$ cat src/rtl/core/fnas_pkg.sv
// shared types and constants of the four-neighbour average stencil
package fnas_pkg;

    // field widths
    localparam int SAMPLE_W = 32;
    localparam int AVG_W    = 34;
    localparam int POS_W    = 10;
    localparam int GS_W     = 11;

    // default largest grid edge
    localparam int MAX_GRID_DEF = 1024;

    // grid size lower limit and reset value
    localparam int              GS_MIN   = 3;
    localparam logic [GS_W-1:0] GS_RESET = 11'd7;

    // configuration port
    localparam int PADDR_W = 3;
    localparam int PDATA_W = 32;

    // register index (paddr above the byte offset)
    localparam logic [PADDR_W-3:0] REG_GRID_SIZE = 1'b0;

    typedef logic signed [SAMPLE_W-1:0] sample_t;
    typedef logic signed [AVG_W-1:0]    avg_t;
    typedef logic        [POS_W-1:0]    pos_t;

endpackage

$ cat src/rtl/core/fnas_cfg.sv
// apb register block holding the grid size, with clamping to the legal range
module fnas_cfg #(
    parameter int MAX_GRID = fnas_pkg::MAX_GRID_DEF
) (
    input  logic                          clk,
    input  logic                          rst_n,
    input  logic                          psel,
    input  logic                          penable,
    input  logic                          pwrite,
    input  logic [fnas_pkg::PADDR_W-1:0]  paddr,
    input  logic [fnas_pkg::PDATA_W-1:0]  pwdata,
    output logic [fnas_pkg::PDATA_W-1:0]  prdata,
    output logic                          pready,
    output logic [$clog2(MAX_GRID+1)-1:0] grid_n,
    output logic                          restart
);

    import fnas_pkg::*;

    localparam int NW = $clog2(MAX_GRID + 1);
    localparam int CW = (NW > GS_W) ? NW : GS_W;

    logic [GS_W-1:0] grid_size_reg;
    logic [GS_W-1:0] grid_size_next;
    logic            wr_grid;
    logic [CW-1:0]   gs_ext;
    logic [CW-1:0]   n_ext;

    // write decode
    assign wr_grid = psel && penable && pwrite && pready
                     && (paddr[PADDR_W-1:2] == REG_GRID_SIZE);

    always_comb
    begin
        grid_size_next = grid_size_reg;
        if (wr_grid)
        begin
            grid_size_next = pwdata[GS_W-1:0];
        end
    end

    always_ff @(posedge clk or negedge rst_n)
    begin
        if (!rst_n)
        begin
            grid_size_reg <= GS_RESET;
        end
        else
        begin
            grid_size_reg <= grid_size_next;
        end
    end

    // read back and handshake
    always_comb
    begin
        prdata = '0;
        if (paddr[PADDR_W-1:2] == REG_GRID_SIZE)
        begin
            prdata = PDATA_W'(grid_size_reg);
        end
    end

    assign pready  = 1'b1;
    assign restart = wr_grid;

    // effective grid edge, clamped to three and to the store depth
    always_comb
    begin
        gs_ext = CW'(grid_size_reg);
        if (gs_ext < CW'(GS_MIN))
        begin
            n_ext = CW'(GS_MIN);
        end
        else if (gs_ext > CW'(MAX_GRID))
        begin
            n_ext = CW'(MAX_GRID);
        end
        else
        begin
            n_ext = gs_ext;
        end
    end

    assign grid_n = n_ext[NW-1:0];

endmodule

$ cat config.mk
export PLATFORM = sky130hd
export DESIGN_NAME = fnas_cfg
export DESIGN_NICKNAME = d
export VERILOG_FILES = /design/src/rtl/core/fnas_pkg.sv /design/src/rtl/core/fnas_cfg.sv
export SDC_FILE = /design/constraint.sdc
export NUM_CORES = 1
export LEC_CHECK = 0
export ABC_AREA = 1
export BUFFER_PORTS_ARGS = -buffer_cell sky130_fd_sc_hd__buf_2
export CORE_MARGIN = 1
export CORE_UTILIZATION = 35
export DETAILED_ROUTE_END_ITERATION = 6
export HOLD_SLACK_MARGIN = 0.02
export PLACE_DENSITY = 0.85
export SLEW_MARGIN = 10
export SYNTH_ARGS = -nofsm -noshare
export SYNTH_HDL_FRONTEND = slang
export SYNTH_SLANG_ARGS = --single-unit
$ cat constraint.sdc
create_clock -name clk -period 1.4 [get_ports clk]
set_clock_uncertainty 0.15 [all_clocks]
set_input_delay 0.21 -clock clk [delete_from_list [all_inputs] [get_ports clk]]
set_output_delay 0.21 -clock clk [all_outputs]
set_load 0.005 [all_outputs]
### Word-level counts from Yosys, hierarchy flattened

Index checks and enable logic that the tools add are counted.
W data, S select, Z words.

| operators by class | value |
|---|---|
| $add $sub $neg | 0 |
| multiply operators | 0 |
| divide/modulo/power cells | 0 |
| magnitude comparators | 2 |
| equality and inequality tests | 0 |
| shift-type cells | 0 |
| muxes and demuxes | 3 |
| bitwise gates (word level) | 1 |
| reductions and logical operators | 3 |

Operators by type and width:

| operator | number |
|---|---|
| $mux W11 | 3 |
| $gt A11 B11 Y1 const B | 1 |
| $lt A11 B2 Y1 const B | 1 |
| $logic_and A1 B1 Y1 | 3 |
| $not A1 Y1 | 1 |

| storage, ports and cells | value |
|---|---|
| flip-flop bits (word level) | 11 |
| bits in latches | 0 |
| bits in writable memories | 0 |
| memory bits (read-only) | 0 |
| bits of input ports | 40 |
| memories | 0 |

### Depth between registers and ports, before layout

Gate-level depths: netlist (run 1).

| logic depth | value |
|---|---|
| depth in word-level cells | 3 |
| depth in mapped cells | 6 |

### Worst setup path before layout (run 1)

OpenSTA, ideal clock, no wires.

| timing | value |
|---|---|
| kind | register to output |
| start | register grid_size_reg[1] |
| end | output port grid_n[0] |
| arrival time | 905 ps |
| data required time | 1,040 ps |
| setup slack | 135 ps |
| cell stages (with the launch flop) | 5 |
| path buffers | 0 |
| cells stage by stage | dfstp_2 > inv_1 > o21a_1 > nand2_1 > o21ai_0 |

| between the ends | value |
|---|---|
| cells in the longest elaborated chain, start to end | 3 |
| elaborated cells between the ends (all ways) | 4 |
| classes of those cells | order compare (2); mux (2) |

Ends and longest elaborated chain:

| what | RTL line | source |
|---|---|---|
| from (decl) | fnas_cfg.sv:23 | `logic [GS_W-1:0] grid_size_reg;` |
| from (signal assigned) | fnas_cfg.sv:50 | `grid_size_reg <= grid_size_next;` |
| $gt A11 B11 Y1 | fnas_cfg.sv:75 | `else if (gs_ext > CW'(MAX_GRID))` |
| $mux W11 | fnas_cfg.sv:75 |  |
| $mux W11 (*) | fnas_cfg.sv:71 | `if (gs_ext < CW'(GS_MIN))` |
| to (decl) | fnas_cfg.sv:14 | `output logic [$clog2(MAX_GRID+1)-1:0] grid_n,` |

Mark *: on every way between the ends. The rest lies on a longest branch, timed or not.

### Final worst setup path (run 1)

| timing | value |
|---|---|
| start | register grid_size_reg[6] |
| end | output port grid_n[3] |

The elaborated chain is that of the path after synthesis.

==> results of run 1 <==
==> through the flow <==
step           util (%)  hold slack (ps)  cell area [sq um]
2_1_floorplan         -             -236                908
3_3_place_gp       44.1            -60.6                985
3_5_place_dp       44.1            -64.4                985
4_1_cts            50.4             21.1               1130
5_1_grt            53.2              202               1190
6_report           53.2              185               1190
==> logic make-up after synthesis <==
group,after synthesis,share of synthesized area (%)
other,2,0.901
flip-flops,11,33.5
buffers and inverters,40,30.2
AO/OA/AOI/OAI,14,10.4
AND/OR/NAND/NOR,42,25.1
==> layout by cell type (no fill, tap or decap), drive strengths merged <==
cell type	instances
o21bai	1
buf	47
o21a	1
dlygate4sd3	12
conb	22
nand3	1
nand2	15
nand4	1
o21ai	12
clkbuf	4
dfrtp	8
inv	14
nor2	25
dfstp	3
==> synthesized netlist by cell type, types with 2 or more instances <==
library cell,instances
nor2_2,10
nor2_1,13
inv_2,2
dfstp_2,3
conb_1,2
inv_1,11
nand2_1,14
dfrtp_1,8
buf_6,2
buf_4,22
o21ai_1,11
nor2_4,2
==> per-layer routing <==
| layer | track usage (%) | vias up |
|---|---|---|
| li1 | - | 397 |
| met1 | 14.8 | 351 |
| met4 | 8.80 | 0 |
| met5 | 0 | - |
| met3 | 2.73 | 0 |
| met2 | 28.0 | 30 |
==> how the worst max path moves through the flow <==
stage,from,end,cells after the start
2_1_floorplan,grid_size_reg[1],grid_n[0],4
3_3_place_gp,grid_size_reg[6],grid_n[9],6
3_5_place_dp,grid_size_reg[6],grid_n[9],6
4_1_cts,grid_size_reg[6],grid_n[6],6
5_1_grt,grid_size_reg[6],grid_n[3],6
6_report,grid_size_reg[6],grid_n[3],6
==> report_power, final <==
part | internal [W] | switching (W)
sequential | 0.000398 | 0.0000562
clock | 0.000110 | 0.000101
combinational | 0.000284 | 0.000280
==> worst max-delay path, stage by stage, from the launching register on <==
cell and delay [ps]:
dfrtp_1 400, nor2_2 120, nand3_2 110, o21bai_4 160
inv_4 90, nor2_2 90, buf_2 120
==> cell type report <==
cell class / instances / share of cell area [%]
Sequential cell: 11 / 23.5
Tap cell: 28 / 2.95
Timing Repair Buffer: 59 / 33.6
Inverter: 14 / 4.85
Multi-Input combinational cell: 78 / 32.9
Clock buffer: 4 / 2.21
==> repair_timing <==
action	in CTS	in global routing
buffers inserted	1	4
endpoints found under the hold margin	20	2
hold buffers	10	2
gates resized for setup	7	7
setup endpoints to repair	12	14
gates cloned	0	0
pin swaps	3	3
==> reports/metrics.csv, run 1 <==
stage,metric,value,unit
clock_network,CTS tree,built,
finish,area of the multi-input gates,390,sq um
drt,initial drt markers,6,
timing,final period utilization,123,%
finish,area grow syn2layout,42.5,%
yosys,Syn Inst Count,109,
yosys,sequential area share after synthesis,33.5,%
yosys,Yosys warnings,0,
die,die height,50.8,microns
run,# Max-Cap Violations,0,
clock_network,total CTS buffers,3,
critical_path,FF-to-FF End,grid_size_reg[0],
drt,Routed WL,1840,microns
pwr,VDD IR max,0.511,mV
drt,met3 WL,69,microns
global_routing,GRT Overall Usage,14.8,%
drt,Top Layer Used,met3,
die,Rows,17,
critical_path,beginning of the worst register-to-register path,grid_size_reg[0],
timing,slack of the critical path,-325,ps
timing,clock period minus worst slack,1730,ps
pwr,PD cells,1040,nW/um^2
yosys,Async SR Flop Fraction,100,%
die,Initial Util,37.3,%
yosys,"Top FF cell, synth",dfrtp_1,
critical_path,Critical Path Fanout Max,7,
place,pre-CTS setup slack,-23.1,ps
clock_network,CTS root buffer,clkbuf_4,
pwr,Leak,0.644,nW
drt,DRT Pass-1 Iters,4,
run_status,failing checks,setup timing,
critical_path,worst reg2reg setup slack,220,ps
drt,Via density,4.01,
clock_network,CTS sink count,11,
global_routing,largest net degree at the start of global routing,23,
yosys,mapped cell area,833,sq um
yosys,"FF+latch count, synth",11,
yosys,leading area contributor after synthesis,dfrtp_1,
drt,routed len/inst,9.50,microns
finish,fillcell total,204,
clock_network,clock buffer depth,2,
drt,antenna-violating nets left,0,
drt,WL met1,739,microns
die,Die ar.,2580,sq um
die,Core ar.,2230,sq um
timing,RSZ-0062 raised after global routing,true,
drt,vias post-DR,778,
pwr,Power Total,0.00123,W
die,Die Span X,50.8,microns
finish,diode count,0,
global_routing,first-pass GRT wire length,2760,microns
finish,FF/Latch Area,279,sq um
critical_path,startpoint types,register,
place,gpl congestion,0.748,
place,port bufs,39,
place,hpwl dp,1250,microns
finish,final net count,207,
critical_path,Worst Path Arrival,1370,ps
drt,met2 wire length,1030,microns
global_routing,grt ovf,0,
die,Top Ports,85,
timing,Setup TNS Final,-2880,ps
finish,Finished Layout Cells,194,
timing,fmax,580,MHz
yosys,Post-synth EDFFs,0,
yosys,Synth top area share,24.0,%
min_path,Hold Path Class,in -> async,
finish,max FFs per register,11,
critical_path,Critical Path Sink Type,output port,
timing,fin. max-slew vios,0,
critical_path,CP required,1040,ps
timing,final setup vio count,13,
drt,DRC,0,
yosys,synth unique cells,21,
yosys,Synth Area per Inst,7.64,sq um
run_status,status,"finished, violations left",
timing,"Hold Vio Cnt, Final",0,
clock_network,clock-pin slew on the worst setup and hold paths,70,ps
critical_path,Worst R2R Path Depth,4,
yosys,"top cells by area, synth","dfrtp_1 (24%), buf_4 (20%), dfstp_2 (9.5%)",
global_routing,number of global-route vias before repair,668,
clock_network,H-tree depth,1,
critical_path,Worst Setup Path Type,reg -> out,
place,placed insts,174,
global_routing,initial antenna violation count,0,
clock_network,Worst-Skew Late Latency,260,ps
finish,layout cell share with drive strength beyond 1,47.0,%
No activity file was read; power rests on OpenSTA's default activity.
==> run 2: changes to the inputs <==
RECOVER_POWER = 50   (was not set)
==> run 2 against run 1 <==
  * The flow still finishes with violations (setup timing)
  * Critical path depth unchanged
  * Non-clock buffer count unchanged
  * Global-route usage unchanged
  * Die area unchanged
  * Setup slack worse by 7.4 ps
  * Register-to-register slack about the same
  * Combinational power down 0.7%
  * Sequential share of layout area up 0.33 points
  * Clock power about the same
  * Utilization down 0.73 points
  * Sequential cell count unchanged
  * Maximum frequency down 0.43%
  * Largest cell class is now multi-input gates
==> reports/metrics.csv, run 2 (synthesized netlist as in run 1, its figures left out) <==
stage,metric,value,unit,change
run_status,status,"finished, violations left",,
run_status,failing checks,setup timing,,
drt,Via density,4.05,,+1.0%
critical_path,beginning of the worst register-to-register path,grid_size_reg[0],,
pwr,PD cells,1050,nW/um^2,+1.0%
timing,slack of the critical path,-333,ps,-7.41 ps
critical_path,Critical Path Sink Type,output port,,
critical_path,CP cell instances,nor2_2 -> nand3_2 -> o21bai_4 -> inv_4 -> nor2_2 -> buf_2,,
drt,DRC,0,,unchanged
global_routing,first-pass GRT wire length,2760,microns,unchanged
timing,final setup vio count,13,,unchanged
timing,Setup TNS Final,-2950,ps,-71.1 ps
die,Rows,17,,unchanged
finish,"commonest non-fill, non-tap cell in the layout",buf_2,,
critical_path,family with the most delay on the worst path,flip-flops,,
critical_path,Worst Path Arrival,1370,ps,about the same
pwr,Seq pwr share,37.1,%,+0.2 points
timing,clock period minus worst slack,1730,ps,+7.41 ps
critical_path,Worst setup startpoint,grid_size_reg[6],,
global_routing,GRT Overall Usage,14.8,%,unchanged
pwr,Leak,0.635,nW,-1.4%
drt,antenna-violating nets left,0,,unchanged
timing,RSZ-0062 raised after global routing,true,,
clock_network,H-tree depth,1,,unchanged
critical_path,FF-to-FF End,grid_size_reg[0],,
critical_path,worst reg2reg setup slack,220,ps,about the same
timing,Worst-Margin Slew,587,ps,
critical_path,Worst path depth,6,,unchanged
critical_path,startpoint types,register,,
pwr,Power Total,0.00123,W,-0.37%
place,hpwl dp,1250,microns,unchanged
pwr,cell-internal power,0.000788,W,-0.45%
clock_network,Worst-Skew Late Latency,260,ps,about the same
drt,vias post-DR,786,,+1.0%
critical_path,CP required,1040,ps,about the same
clock_network,CTS sink count,11,,unchanged
drt,routed len/inst,9.53,microns,+0.33%
die,Top Ports,85,,unchanged
drt,initial drt markers,5,,-1
critical_path,Worst Setup Path Type,reg -> out,,
die,Core ar.,2230,sq um,unchanged
timing,final hold slack,304,ps,+119 ps
clock_network,CTS tree,built,,
finish,final net count,207,,unchanged
critical_path,CP bufs+invs,2,,unchanged
critical_path,Slowest cell on crit path,dfrtp_1,,
critical_path,Max stage delay on crit path,400,ps,about the same
die,die height,50.8,microns,unchanged
pwr,logic gate share of total power,45.7,%,-0.2 points
finish,post-route cell area,1170,sq um,-1.4%
global_routing,grt ovf,0,,unchanged
timing,fin. max-slew vios,0,,unchanged
clock_network,clock-pin slew on the worst setup and hold paths,70,ps,about the same
pwr,net switching fraction of the power,35.7,%,+0.053 points
clock_network,total CTS buffers,3,,unchanged
die,Initial Util,37.3,%,unchanged
timing,slew margin rel.,60.9,%,
pwr,VDD IR max,0.509,mV,-0.47%
global_routing,largest net degree at the start of global routing,23,,unchanged
critical_path,"most used cell, CP",nor2_2,,
finish,layout cell share with drive strength beyond 1,45.8,%,-1.2 points
finish,"commonest non-fill, non-tap cells in the layout","buf_2 (37), conb_1 (22), nand2_1 (14), nor2_2 (12), dlygate4sd3_1 (12)",,
drt,Routed WL,1850,microns,+0.33%
finish,diode count,0,,unchanged
global_routing,initial antenna violation count,0,,unchanged
timing,"Hold Vio Cnt, Final",0,,unchanged
global_routing,number of global-route vias before repair,668,,unchanged
run,# Max-Cap Violations,0,,unchanged
finish,fillcell total,207,,+1.5%
place,gpl congestion,0.748,,unchanged
clock_network,CTS root buffer,clkbuf_4,,
timing,final period utilization,124,%,+0.53 points
pwr,part of the power in the clock network,17.2,%,about the same
min_path,Hold Path Class,in -> async,,
timing,fmax,577,MHz,-0.43%
drt,DRT Pass-1 Iters,4,,unchanged
finish,max FFs per register,11,,unchanged
pwr,Net Switching,0.000437,W,-0.22%
critical_path,Setup crit end,grid_n[3],,
finish,area grow syn2layout,40.5,%,
die,Die Span X,50.8,microns,unchanged
place,placed standard-cell area,985,sq um,unchanged
clock_network,clock buffer depth,2,,unchanged
critical_path,Worst R2R Path Depth,4,,unchanged
critical_path,Critical Path Fanout Max,7,,unchanged
die,Die ar.,2580,sq um,unchanged
place,port bufs,39,,unchanged
==> run 2: cell count changes in the layout (fill, tap and decap cells not counted), sizes merged <==
cell | before | now
inv | 14 | 13
clkinv | 0 | 1
clkbuf | 4 | 7
buf | 47 | 44
==> run 2: worst min path at each step <==
stage	startpoint	endpoint	slack, ps	cells after the start
after CTS	pwdata[10]	grid_size_reg[10]	20	3
after detailed placement	rst_n	grid_size_reg[10]	-60	1
after global routing	rst_n	grid_size_reg[3]	340	2
after global placement	rst_n	grid_size_reg[10]	-60	1
after floorplan	rst_n	grid_size_reg[10]	-240	0
final	rst_n	grid_size_reg[8]	300	2
==> run 2: layer usage <==
| layer | routed length, microns | vias to the layer above | track usage, % | share of wire [%] |
|---|---|---|---|---|
| li1 | - | 398 | - | - |
| met1 | 754 | 362 | 14.8 | 41 |
| met2 | 1030 | 26 | 28.0 | 56 |
| met3 | 64 | 0 | 2.73 | 3.5 |
| met4 | 0 | 0 | 8.80 | 0 |
| met5 | 0 | - | 0 | 0 |
==> run 2: cell type report <==
cell class                      count  area (sq um)  area share, %
Multi-Input combinational cell     78           390           33.3
Timing Repair Buffer               59           383           32.7
Sequential cell                    11           279           23.8
Inverter                           14          57.6           4.91
Tap cell                           28          35.0           2.99
Clock buffer                        4          26.3           2.24
==> run 2: through the flow <==
stage                     utilization (%)  setup slack, ps  cells
final                                52.4             -333    194
after global routing                 52.4             -413    194
after CTS                            50.4             -315    189
after detailed placement             44.1            -23.1    174
after global placement               44.1             1.87    174
after floorplan                         -              135    129
==> run 2: power groups by stage <==
stage / Combinational, W / Clock [W] / Sequential (W)
2_1_floorplan: 0.000325 / 0 / 0.000452
3_3_place_gp: 0.000461 / 0 / 0.000454
3_5_place_dp: 0.000467 / 0 / 0.000457
4_1_cts: 0.000514 / 0.000219 / 0.000455
5_1_grt: 0.000617 / 0.000241 / 0.000463
6_report: 0.000560 / 0.000211 / 0.000454
==> run 2: what timing repair did <==
action                     in CTS  in global routing
hold buffers                   10                  2
setup buffers                   1                  4
hold endpoints to repair       20                  2
pin swaps                       3                  3
resized for setup               7                  7
setup endpoints to repair      12                 14
==> run 3: changes to the inputs <==
clock period = 1.9 ns   (was 1.4 ns; I/O delays follow)
==> run 3 against run 2 <==
  * The run now ends clean
  * Count of clock-buffer cells in the layout is the same
  * Sequential power shrank 26%
  * Wire length shrank 16%
  * Critical path type unchanged
  * Critical endpoint is now grid_n[0]
==> reports/metrics.csv, run 3 (synthesized netlist as in run 1, its figures left out) <==
stage,metric,value,unit,change
die,Die ar.,2580,sq um,unchanged
clock_network,clock buffer depth,2,,unchanged
clock_network,postcts setup bufs,0,,-1
critical_path,startpoint types,register,,
critical_path,Critical Path Fanout Max,3,,-4
finish,layout cell share with drive strength beyond 1,41.9,%,-3.9 points
finish,"commonest non-fill, non-tap cells in the layout","buf_2 (37), conb_1 (22), nand2_1 (14), nor2_1 (13), inv_1 (11)",,
die,Die Span X,50.8,microns,unchanged
critical_path,Worst Path Arrival,1350,ps,-20 ps
place,hpwl dp,1240,microns,-0.38%
die,Initial Util,37.3,%,unchanged
timing,fmax,561,MHz,
drt,antenna-violating nets left,0,,unchanged
finish,max FFs per register,11,,unchanged
place,port bufs,39,,unchanged
finish,"commonest non-fill, non-tap cell in the layout",buf_2,,
critical_path,CP required,1460,ps,+420 ps
drt,DRT Pass-1 Iters,4,,unchanged
timing,Setup TNS Final,0,ps,+2950 ps
clock_network,CTS sink count,11,,unchanged
finish,Final Core Density,43.9,%,-8.5 points
run_status,status,"finished, final reports clean",,
clock_network,H-tree depth,1,,unchanged
finish,Finished Layout Cells,176,,-9.3%
timing,final hold slack,81.9,ps,-223 ps
die,die height,50.8,microns,unchanged
critical_path,Max stage delay on crit path,550,ps,+150 ps
critical_path,family with the most delay on the worst path,flip-flops,,
drt,Routed WL,1560,microns,-16%
min_path,Hold Path Class,in -> reg,,
finish,area grow syn2layout,17.7,%,
critical_path,beginning of the worst register-to-register path,grid_size_reg[2],,
timing,final setup vio count,0,,-13
timing,"Hold Vio Cnt, Final",0,,unchanged
critical_path,Worst path depth,5,,-1
global_routing,grt ovf,0,,unchanged
finish,final net count,189,,-8.7%
clock_network,CTS root buffer,clkbuf_4,,
die,Core ar.,2230,sq um,unchanged
drt,vias post-DR,704,,-10%
pwr,Power Total,0.000802,W,-35%
clock_network,CTS tree,built,,
drt,Via density,4.00,,-1.3%
clock_network,clock-pin slew on the worst setup and hold paths,70,ps,about the same
critical_path,Slowest cell on crit path,dfstp_2,,
clock_network,Worst-Skew Late Latency,260,ps,about the same
finish,fillcell total,254,,+23%
finish,area of the multi-input gates,378,sq um,-3.2%
timing,final period utilization,93.9,%,
timing,Worst-Margin Slew,752,ps,+166 ps
critical_path,worst reg2reg setup slack,890,ps,+670 ps
global_routing,GRT Overall Usage,13.0,%,-1.8 points
pwr,VDD IR max,0.345,mV,-32%
finish,diode count,0,,unchanged
timing,RSZ-0062 raised after global routing,false,,
critical_path,CP bufs+invs,2,,unchanged
finish,FF/Latch Area,279,sq um,unchanged
run,# Max-Cap Violations,0,,unchanged
critical_path,Critical Path Sink Type,output port,,
timing,clock period minus worst slack,1780,ps,
critical_path,FF-to-FF End,grid_size_reg[2],,
pwr,Leak,0.553,nW,-13%
drt,initial drt markers,6,,+1
die,Rows,17,,unchanged
critical_path,Worst R2R Path Depth,2,,-2
critical_path,Worst Setup Path Type,reg -> out,,
timing,slew margin rel.,49.8,%,-11 points
place,placed insts,171,,-1.7%
clock_network,Resized cells post-CTS,0,,-7
global_routing,initial antenna violation count,0,,unchanged
pwr,PD cells,818,nW/um^2,-22%
drt,DRC,0,,unchanged
die,Top Ports,85,,unchanged
clock_network,total CTS buffers,3,,unchanged
place,gpl congestion,0.692,,-7.5%
timing,fin. max-slew vios,0,,unchanged
drt,routed len/inst,8.84,microns,-7.2%
critical_path,Worst setup startpoint,grid_size_reg[1],,
critical_path,CP cell instances,inv_1 -> o21a_1 -> nand2_1 -> o21ai_0 -> buf_2,,
global_routing,first-pass GRT wire length,2460,microns,-11%
critical_path,Setup crit end,grid_n[0],,
global_routing,largest net degree at the start of global routing,23,,unchanged
global_routing,number of global-route vias before repair,573,,-14%
[run 3: worst min-delay path by stage]
stage | slack [ps] | from | cells past startpoint | to
final | 80 | pwdata[2] | 3 | grid_size_reg[2]
after detailed placement | 20 | rst_n | 1 | grid_size_reg[10]
after floorplan | -160 | rst_n | 0 | grid_size_reg[10]
after global placement | 10 | rst_n | 1 | grid_size_reg[10]
after global routing | 70 | pwdata[1] | 3 | grid_size_reg[1]
after CTS | 70 | pwdata[0] | 3 | grid_size_reg[0]
[run 3: cell type report]
cell class / count / share of cell area (%)
multi-input cells: 78 / 38.5
flip-flops and latches: 11 / 28.4
repair buffers: 41 / 21.2
inverters: 14 / 5.61
well taps: 28 / 3.57
clock buffers: 4 / 2.68
[run 3: repair_timing]
action | 4_1_cts | 5_1_grt
hold endpoints to repair | 11 | 0
hold buffers | 1 | 0
endpoints found under the setup margin | 0 | 0
[run 3: metal layers]
layer | wire length (microns) | vias to the layer above | GRT usage, %
met2 | 784 | 26 | 23.6
met3 | 71 | 0 | 2.73
met1 | 701 | 318 | 14.5
met4 | 0 | 0 | 5.56
met5 | 0 | - | 0
li1 | - | 360 | -
[run 3: tightest hold or removal path: stages]
cell and delay [ps]:
buf_2 70, nand2_1 40, o21ai_0 60
[run 3: through the flow]
stage | area [sq um] | setup slack (ps)
finish | 981 | 117
global route | 981 | 39.1
CTS | 986 | 99.1
detailed placement | 950 | 400
global placement | 950 | 423
floorplan | 908 | 560
[run 3: power by group]
group | switching, W | total (W) | internal (W)
combinational | 0.000175 | 0.000312 | 0.000138
sequential | 0.0000415 | 0.000335 | 0.000293
clock | 0.0000736 | 0.000155 | 0.0000810
total | 0.000290 | 0.000802 | 0.000512
